--- config.mk ---
export PLATFORM = sky130hd
export DESIGN_NAME = palette_builder_rgba_unit
export DESIGN_NICKNAME = d
export VERILOG_FILES = /design/src/hdl/pbr_pkg.sv /design/src/hdl/pbr_cell.sv /design/src/hdl/palette_builder_rgba_unit.sv
export SDC_FILE = /design/constraint.sdc
export NUM_CORES = 2
export LEC_CHECK = 0
export BUFFER_PORTS_ARGS = -buffer_cell sky130_fd_sc_hd__buf_4
export CAP_MARGIN = 20
export CORE_MARGIN = 2
export CORE_UTILIZATION = 45
export DETAILED_ROUTE_END_ITERATION = 6
export PLACE_DENSITY = 0.68
export SETUP_SLACK_MARGIN = 0.15
export SYNTH_ARGS = -nofsm -noshare
export SYNTH_HDL_FRONTEND = slang
export SYNTH_SLANG_ARGS = --single-unit
--- constraint.sdc ---
create_clock -name clk -period 10.1 [get_ports clk]
set_input_delay 2.02 -clock clk [delete_from_list [all_inputs] [get_ports clk]]
set_output_delay 2.02 -clock clk [all_outputs]
set_load 0.01 [all_outputs]
--- src/hdl/pbr_pkg.sv ---
// Shared types and constants for the RGBA palette builder.
// Used by pbr_cell and palette_builder_rgba_unit; no dependencies.
package pbr_pkg;

  localparam int COUNT_W = 7;   // holds 0..64 entries
  localparam int INDEX_W = 6;   // addresses up to 64 entries
  localparam int WORD_W  = 32;  // packed R,G,B,A

  localparam logic [7:0] TRANSPARENT_CODE = 8'd255;
  localparam logic [7:0] OPAQUE_ALPHA     = 8'd255;

  typedef struct packed {
    logic [7:0] red;
    logic [7:0] green;
    logic [7:0] blue;
    logic [7:0] opacity;
    logic       first_of_image;
  } pixel_t;

  typedef struct packed {
    logic [7:0]         color_offset;
    logic               added_entry;
    logic               palette_full;
    logic [COUNT_W-1:0] entries_used;
  } result_t;

  // Search token handed from cell to cell
  typedef struct packed {
    logic               valid;
    logic [WORD_W-1:0]  word;
    logic               found;
    logic [INDEX_W-1:0] hit_index;
  } probe_t;

  // Broadcast write into one cell
  typedef struct packed {
    logic               enable;
    logic [INDEX_W-1:0] index;
    logic [WORD_W-1:0]  word;
  } entry_wr_t;

  typedef enum logic [1:0] {
    ST_IDLE,
    ST_SEARCH,
    ST_FINISH
  } state_t;

endpackage

--- src/hdl/pbr_cell.sv ---
// One palette cell: holds one stored color and compares the passing search token.
// Depends on pbr_pkg.
module pbr_cell
  import pbr_pkg::*;
#(
  parameter int CELL_INDEX = 0
) (
  input  logic               clk,
  input  logic               rst,
  input  probe_t             probe_in,
  output probe_t             probe_out,
  input  logic [COUNT_W-1:0] count,
  input  entry_wr_t          wr
);

  localparam logic [COUNT_W-1:0] MY_COUNT = COUNT_W'(CELL_INDEX);
  localparam logic [INDEX_W-1:0] MY_INDEX = INDEX_W'(CELL_INDEX);

  logic [WORD_W-1:0] entry;
  logic              match;

  // only cells below the fill count hold live colors
  assign match = (MY_COUNT < count) && (entry == probe_in.word);

  always_ff @(posedge clk) begin
    if (wr.enable && (wr.index == MY_INDEX)) begin
      entry <= wr.word;
    end
  end

  // keep the earliest hit
  always_ff @(posedge clk) begin
    if (rst) begin
      probe_out.valid <= 1'b0;
    end else begin
      probe_out.valid <= probe_in.valid;
    end
    probe_out.word      <= probe_in.word;
    probe_out.found     <= probe_in.found | match;
    probe_out.hit_index <= probe_in.found ? probe_in.hit_index : MY_INDEX;
  end

endmodule

--- src/hdl/palette_builder_rgba_unit.sv ---
// RGBA palette builder: a row of PALETTE_DEPTH cells searched by a passing token.
// An opaque item's result is registered once the token has passed the last cell; the
// token moves one cell per cycle. A transparent item's result skips the search.
// One item is in work at a time: the next is accepted only once the last result is
// registered, and later still while a finished result waits.
// Synchronous reset empties the palette (fill count to zero) and clears use_alpha.
module palette_builder_rgba_unit
  import pbr_pkg::*;
#(
  parameter int PALETTE_DEPTH = 64
) (
  input  logic    clk,
  input  logic    rst,
  input  logic    pixel_valid,
  output logic    pixel_ready,
  input  pixel_t  pixel,
  output logic    result_valid,
  input  logic    result_ready,
  output result_t result,
  input  logic    cfg_valid,
  output logic    cfg_ready,
  input  logic    cfg_data
);

  localparam logic [COUNT_W-1:0] DEPTH_COUNT = COUNT_W'(PALETTE_DEPTH);

  state_t             state, state_next;
  logic               use_alpha;
  logic [COUNT_W-1:0] count;
  logic [WORD_W-1:0]  pix_word;
  logic               launch;
  logic               transp;
  logic               hit_found;
  logic [INDEX_W-1:0] hit_index;

  logic               accept;
  logic [7:0]         alpha_eff;
  logic               pixel_transp;
  logic               slot_free;
  logic               finish_go;
  result_t            result_next;
  entry_wr_t          wr;

  probe_t probes [0:PALETTE_DEPTH];

  assign cfg_ready    = 1'b1;
  assign pixel_ready  = (state == ST_IDLE);
  assign accept       = pixel_valid && pixel_ready;
  assign alpha_eff    = use_alpha ? pixel.opacity : OPAQUE_ALPHA;
  assign pixel_transp = (alpha_eff == 8'd0);
  assign slot_free    = !result_valid || result_ready;
  assign finish_go    = (state == ST_FINISH) && slot_free;

  assign probes[0] = '{valid: launch, word: pix_word, found: 1'b0, hit_index: '0};

  for (genvar i = 0; i < PALETTE_DEPTH; i++) begin : g_cell
    pbr_cell #(.CELL_INDEX(i)) u_cell (
      .clk       (clk),
      .rst       (rst),
      .probe_in  (probes[i]),
      .probe_out (probes[i+1]),
      .count     (count),
      .wr        (wr)
    );
  end

  // next state
  always_comb begin
    state_next = state;
    case (state)
      ST_IDLE: begin
        if (accept) begin
          state_next = pixel_transp ? ST_FINISH : ST_SEARCH;
        end
      end
      ST_SEARCH: begin
        if (probes[PALETTE_DEPTH].valid) begin
          state_next = ST_FINISH;
        end
      end
      ST_FINISH: begin
        if (slot_free) begin
          state_next = ST_IDLE;
        end
      end
      default: state_next = ST_IDLE;
    endcase
  end

  // result and palette write
  always_comb begin
    result_next.color_offset = TRANSPARENT_CODE;
    result_next.added_entry  = 1'b0;
    result_next.palette_full = 1'b0;
    result_next.entries_used = count;
    wr.enable = 1'b0;
    wr.index  = count[INDEX_W-1:0];
    wr.word   = pix_word;
    if (!transp) begin
      if (hit_found) begin
        result_next.color_offset = {hit_index, 2'b00};
      end else if (count < DEPTH_COUNT) begin
        result_next.color_offset = {count[INDEX_W-1:0], 2'b00};
        result_next.added_entry  = 1'b1;
        result_next.entries_used = count + COUNT_W'(1);
        wr.enable                = finish_go;
      end else begin
        result_next.palette_full = 1'b1;
      end
    end
  end

  always_ff @(posedge clk) begin
    if (rst) begin
      state        <= ST_IDLE;
      use_alpha    <= 1'b0;
      count        <= '0;
      launch       <= 1'b0;
      result_valid <= 1'b0;
    end else begin
      state  <= state_next;
      launch <= accept && !pixel_transp;
      if (cfg_valid && cfg_ready) begin
        use_alpha <= cfg_data;
      end
      // clear the palette ahead of the item that asks for it
      if (accept && pixel.first_of_image) begin
        count <= '0;
      end else if (wr.enable) begin
        count <= result_next.entries_used;
      end
      if (finish_go) begin
        result_valid <= 1'b1;
      end else if (result_ready) begin
        result_valid <= 1'b0;
      end
    end
  end

  always_ff @(posedge clk) begin
    if (accept) begin
      pix_word  <= {pixel.red, pixel.green, pixel.blue, alpha_eff};
      transp    <= pixel_transp;
      hit_found <= 1'b0;
    end else if ((state == ST_SEARCH) && probes[PALETTE_DEPTH].valid) begin
      hit_found <= probes[PALETTE_DEPTH].found;
      hit_index <= probes[PALETTE_DEPTH].hit_index;
    end
    if (finish_go) begin
      result <= result_next;
    end
  end

endmodule

## Word level (Yosys, flattened, before mapping)

Index checks and enable logic that the tools add are counted.

| word-level totals | value |
|---|---|
| flip-flop bits (word level) | 4582 |
| input bits | 39 |
| output and inout port bits | 20 |
| word-level logic and storage cells | 754 |

| operators by class | value |
|---|---|
| $lt $le $gt $ge | 65 |
| equality and inequality tests | 132 |
| bitwise operators | 64 |
| add/sub/neg operators | 1 |
| reductions and logical operators | 144 |
| muxes and demuxes | 17 |

Operators by type and width:

| cell | number |
|---|---|
| $eq A32 B32 Y1 | 64 |
| $lt A6 B7 Y1 const A | 32 |
| $eq A6 B6 Y1 const B | 32 |
| $logic_and A1 B1 Y1 | 133 |
| $lt A5 B7 Y1 const A | 16 |
| $eq A6 B5 Y1 const B | 16 |
| $or A1 B1 Y1 | 63 |
| $lt A4 B7 Y1 const A | 8 |
| $eq A6 B4 Y1 const B | 8 |
| $lt A3 B7 Y1 const A | 4 |
| $eq A6 B3 Y1 const B | 4 |
| $mux W7 | 3 |
| $mux W8 | 2 |
| $lt A1 B7 Y1 const A | 2 |
| $lt A2 B7 Y1 const A | 2 |
| $eq A6 B2 Y1 const B | 2 |
| $mux W9 | 1 |
| $logic_not A8 Y1 | 1 |
| $mux W2 | 4 |
| $add A7 B1 Y7 const B | 1 |
| $lt A7 B7 Y1 const B | 1 |
| $eq A6 B1 Y1 const B | 1 |
| $logic_not A6 Y1 | 1 |
| $mux W1 | 6 |
| other kinds (13) | 16 |

## Longest topological paths before layout

| depth | value |
|---|---|
| depth after elaboration | 7 |
| mapped depth | 8 |
| depth with buffers taken out | 5 |

## By module

A second synthesis with hierarchy kept.

| unflattened totals | value |
|---|---|
| cells, all modules | 8321 |
| area total of the unflattened synthesis | 142895.8 sq um |

Modules (own cells, without submodules):

| module | times used | seq. area each (sq um) | area an instance (sq um) | cells each |
|---|---|---|---|---|
| pbr_cell (g_cell[2].u_cell ...) | 5 | 1761.7 | 2190.9 | 128 |
| pbr_cell (g_cell[25].u_cell ...) | 4 | 1761.7 | 2192.1 | 128 |
| pbr_cell (g_cell[1].u_cell ...) | 4 | 1761.7 | 2189.6 | 128 |
| pbr_cell (g_cell[16].u_cell ...) | 3 | 1761.7 | 2197.1 | 127 |
| pbr_cell (g_cell[0].u_cell ...) | 3 | 1761.7 | 2195.9 | 127 |
| pbr_cell (g_cell[54].u_cell ...) | 3 | 1761.7 | 2190.9 | 126 |
| pbr_cell (g_cell[13].u_cell ...) | 3 | 1761.7 | 2188.3 | 127 |
| pbr_cell (g_cell[34].u_cell ...) | 2 | 1761.7 | 2219.6 | 128 |
| pbr_cell (g_cell[10].u_cell ...) | 2 | 1761.7 | 2199.6 | 127 |
| pbr_cell (g_cell[30].u_cell ...) | 2 | 1761.7 | 2192.1 | 127 |
| pbr_cell (g_cell[11].u_cell ...) | 2 | 1761.7 | 2185.8 | 126 |
| pbr_cell (g_cell[39].u_cell ...) | 2 | 1761.7 | 2185.8 | 127 |
| pbr_cell (g_cell[27].u_cell ...) | 2 | 1761.7 | 2184.6 | 126 |
| pbr_cell (g_cell[31].u_cell ...) | 2 | 1761.7 | 2175.8 | 126 |
| 26 more rows | n/a | n/a | n/a | n/a |

## Least setup slack after synthesis

Ideal clock, no wire load.

| timing path | value |
|---|---|
| path kind | input to register |
| start point | input result_ready |
| end point | register g_cell[16].u_cell.entry[0] (enable) |
| cell stages on the path | 6 |
| setup time | 0.421 ns |
| setup slack | 5.503 ns |
| arrival time | 4.176 ns |
| path buffers | 2 |
| data required time | 9.679 ns |
| cell sequence | nand2b_1 and3_1 buf_2 buf_4 nand3_1 nor2_1 |

| on the way | value |
|---|---|
| word-level cells in the longest chain between the ends | 6 |

RTL lines:

| element | RTL line | text |
|---|---|---|
| start: declaration | palette_builder_rgba_unit.sv:18 | `input logic result_ready,` |
| $logic_or A1 B1 Y1 | palette_builder_rgba_unit.sv:51 | `assign slot_free = !result_valid \|\| result_ready;` |
| $logic_and A1 B1 Y1 | palette_builder_rgba_unit.sv:52 | `assign finish_go = (state == ST_FINISH) && slot_free;` |
| $mux W1 | palette_builder_rgba_unit.sv:102 | `end else if (count < DEPTH_COUNT) begin` |
| $mux W1 | palette_builder_rgba_unit.sv:100 | `if (hit_found) begin` |
| $mux W1 | palette_builder_rgba_unit.sv:99 | `if (!transp) begin` |
| $logic_and A1 B1 Y1 | pbr_cell.sv:26 | `if (wr.enable && (wr.index == MY_INDEX)) begin` |
| end signal: assignment | pbr_cell.sv:27 | `entry <= wr.word;` |
| end: declaration | pbr_cell.sv:19 | `logic [WORD_W-1:0] entry;` |

No other way between the ends.
A chain may end at the register's enable or synchronous reset.

## Final worst setup path

| timing path | value |
|---|---|
| start point | input result_ready |
| end point | register g_cell[27].u_cell.entry[7] (enable) |

| on the way | value |
|---|---|
| word-level cells in the longest chain between the ends | 6 |

RTL lines:

| element | RTL line |
|---|---|
| $logic_or A1 B1 Y1 | palette_builder_rgba_unit.sv:51 |
| $logic_and A1 B1 Y1 | palette_builder_rgba_unit.sv:52 |
| $mux W1 | palette_builder_rgba_unit.sv:102 |
| $mux W1 | palette_builder_rgba_unit.sv:100 |
| $mux W1 | palette_builder_rgba_unit.sv:99 |
| $logic_and A1 B1 Y1 | pbr_cell.sv:26 |
| end signal: assignment | pbr_cell.sv:27 |
| end: declaration | pbr_cell.sv:19 |

No other way between the ends.

==> metrics.md <==
| Metric | Value |
|---|---|
| Rel. slew slack | `0.234` |
| Mapped Area | `0.139 mm2` |
| First-pass GRT wire length | `487000 um` |
| Routed vias | `67154` |
| Core area | `0.309 mm2` |
| Wirelength, routed | `345000 um` |
| Setup TNS | `0 ps` |
| Syn_nets | `8117` |
| CTS Buf Count | `419` |
| Startpoint type of the worst setup path | `primary input` |
| Largest net degree at the start of global routing | `71` |
| CTS root buffer | `clkbuf_16` |
| Power, Total | `36.7 mW` |
| Post-layout net count | `8674` |
| Slowest stage delay, CP | `1070 ps` |
| Levels on crit path | `5` |
| Filler cells | `24197` |
| Cells after Synth | `8073` |
| Worst Tran Pin Value | `1140 ps` |
| Max-Cap Viols | `0` |
| RR Endpoint | `g_cell[27].u_cell.entry[7]$_DFFE_PP_` |
| Synthesis warning total | `0` |
| DPL Wire Length | `221000 um` |
| PortBufs | `57` |
| Post-synth EDFFs | `2103` |
| DR vias/cell | `5.12` |
| # setup viols final | `0` |
| Synth async-reset ratio | `0` |
| End of the critical path | `g_cell[27].u_cell.entry[7]$_DFFE_PP_` |
| Detailed Routing Iterations Pass 1 | `5` |
| CP arrival | `4850 ps` |
| VDD IR max | `161 uV` |
| Syn avg cell area | `17.3 um2` |
| ANT nets after route | `0` |
| FP Rows | `204` |
| Cell chain of the critical path | `buf_4 -> nand2b_1 -> and3_1 -> nand3_2 -> nor2_4` |
| CP startpoint | `result_ready` |
| Die W | `561 um` |
| Clock sinks | `4581` |
| Crit path max-delay cell type | `nor2_4` |
| Initial antenna violation count | `53` |
| Ys flop type | `dfxtp_1` |
| Reg2reg setup slack | `6040 ps` |
| Endpoint class of the critical path | `flip-flop` |
| Setup bufs post-CTS | `0` |
| Clock-pin slew on the worst setup and hold paths | `60 ps` |
| Final period utilization | `0.431` |
| Min Clock Period, post-route | `4350 ps` |
| DRT iter0 DRCs | `9605` |
| Worst r2r src | `transp$_DFFE_PN_` |
| I/O pins | `59` |
| Leak | `55.5 nW` |
| Maximum buffer depth of the clock tree | `4` |
| CTS tree | `built` |
| Post-DR wirelength/cell | `26.3 um` |
| Final core utilization | `0.520` |
| Total Die Area | `0.314 mm2` |
| Worst Path Required | `10600 ps` |
| Die height | `561 um` |
| Clock latency on the worst-skew pair | `930 ps` |
| GRT Total Usage | `0.216` |
| Growth of design area from synthesis to finish | `15.0%` |
| Skew final | `56.2 ps` |
| RSZ-0062 raised after global routing | `no` |
| Outcome | `finished clean` |
| Worst-path fanout max | `32` |
| Power density cells | `229 mW/mm2` |
| Critical path type | `in -> reg` |
| Hold_buf cts | `0` |
| Starting density of the core | `0.452` |
| Delay-heaviest family, CP | `simple AND/OR/NAND/NOR gates` |
| Max H-tree Level | `5` |
| Yosys reg bits | `4581` |
| DR DRC count | `0` |
| Count of different cell masters after synthesis | `53` |
| Number of global-route vias before repair | `66956` |
| Layout cells sized above 1 | `0.104` |
| Peak Freq | `230 MHz` |
| FF-to-FF path depth | `4` |
| Register area | `0.113 mm2` |
| Buf/Inv on CP | `1` |
| Final Max Slew Viols | `0` |
| Overflow after GRT | `0` |
| Hold Fails Final Rpt | `0` |
| Seq/Total Area, Yosys | `0.808` |
| Multi-input gate area | `0.0267 mm2` |
| RePlAce Congestion | `0.880` |
| Post-cts gate resize count | `0` |
| Hold Crit Class | `reg -> reg` |
cell type report:
class	instances	share of cell area
Multi-Input combinational cell	3409	0.167
Antenna cell	14	0.000218
Tap cell	4120	0.0321
Sequential cell	4581	0.703
Inverter	40	0.000936
Timing Repair Buffer	179	0.00886
Clock buffer	613	0.0758
Clock inverter	171	0.0124
worst min path at each step:
stage                                                  from  slack [ps]                                 endpoint  cells after the start
CTS                 g_cell[60].u_cell.probe_out[24]$_DFF_P_         320  g_cell[61].u_cell.probe_out[24]$_DFF_P_                      0
global route        g_cell[60].u_cell.probe_out[24]$_DFF_P_         320  g_cell[61].u_cell.probe_out[24]$_DFF_P_                      0
finish              g_cell[60].u_cell.probe_out[24]$_DFF_P_         330  g_cell[61].u_cell.probe_out[24]$_DFF_P_                      0
global placement    g_cell[33].u_cell.probe_out[25]$_DFF_P_         350  g_cell[34].u_cell.probe_out[25]$_DFF_P_                      0
floorplan           g_cell[33].u_cell.probe_out[14]$_DFF_P_         330  g_cell[34].u_cell.probe_out[14]$_DFF_P_                      0
detailed placement  g_cell[43].u_cell.probe_out[35]$_DFF_P_         350  g_cell[44].u_cell.probe_out[35]$_DFF_P_                      0
cells in the mapped netlist (26+ instances only):
cell	n	area, um2
dfxtp_1	2478	49600
edfxtp_1	2103	63200
xnor2_1	1117	9780
xor2_1	934	8180
nand4_1	286	1790
nor4_1	229	1430
nand2b_1	198	1240
and2_1	133	832
nor3_1	98	490
nor2_1	84	315
nor2b_1	73	457
nand3_1	59	295
inv_1	40	150
a31o_2	26	228
cell usage in the layout (no fill, tap or decap), types with 23 or more instances in the layout:
| cell | n |
|---|---|
| dfxtp_1 | 2475 |
| edfxtp_1 | 2103 |
| xnor2_1 | 1117 |
| xor2_1 | 934 |
| clkbuf_16 | 433 |
| nand4_1 | 286 |
| nor4_1 | 228 |
| nand2b_1 | 198 |
| buf_4 | 173 |
| and2_1 | 132 |
| clkbuf_1 | 115 |
| nor3_1 | 96 |
| clkinv_2 | 74 |
| nor2b_1 | 73 |
| clkbuf_8 | 65 |
| nand3_1 | 57 |
| inv_1 | 40 |
| nor2_2 | 34 |
| nor2_4 | 31 |
| bufinv_16 | 31 |
| a31o_2 | 26 |
| o41ai_1 | 24 |
| o2111ai_1 | 23 |
cell families (layout without fill, tap and decap cells):
kind of cell	count (synthesis)	after routing	share of synthesized area
XOR/XNOR	2051	2051	0.129
adder cells (fa/ha/maj)	5	5	0.000449
buffers and inverters	83	1003	0.00247
other	1	15	0.0000269
AND/OR/NAND/NOR	1197	1197	0.0509
multiplexers	6	6	0.000440
flip-flops	4581	4581	0.808
AO/OA/AOI/OAI	149	149	0.00847
worst reg2reg max path, stage by stage, from the launching register on:
cell and delay, ps:
edfxtp_1 660, nor3_4 380, and3_1 640, nand3_2 840, nor2_4 1100
layer usage:
metal | track usage | share of wire | vias up
met5 | 0 | 0.000049 | -
met3 | 0.0398 | 0.098 | 534
met2 | 0.334 | 0.45 | 3276
met4 | 0.0600 | 0.028 | 4
met1 | 0.311 | 0.42 | 33843
li1 | - | - | 29497
power by group:
part / switching [mW] / leakage (nW) / internal (mW)
Clock: 6.77 / 6.93 / 9.20
Sequential: 0.335 / 39.4 / 19.7
Combinational: 0.458 / 9.13 / 0.214
state kept, by name, indices dropped and copies added, names as in the netlist:
name and count:
g_cell.u_cell.entry 2048, g_cell.u_cell.probe_out 2465, hit_index 6, hit_found 1, launch 1, use_alpha 1, transp 1, state 2
count 7, result 16, result_valid 1, pix_word 32
stage by stage:
stage                     hold WS, ps  std cells  setup slack (ps)  instance area [um2]
after floorplan                   331       8073              5500               139000
after global placement            351      12326              4800               146000
after detailed placement          354      12327              4750               146000
after CTS                         316      13111              5720               160000
after global routing              325      13117              5650               160000
final                             329      13127              5750               160000
(Power assumes the default switching activity.)
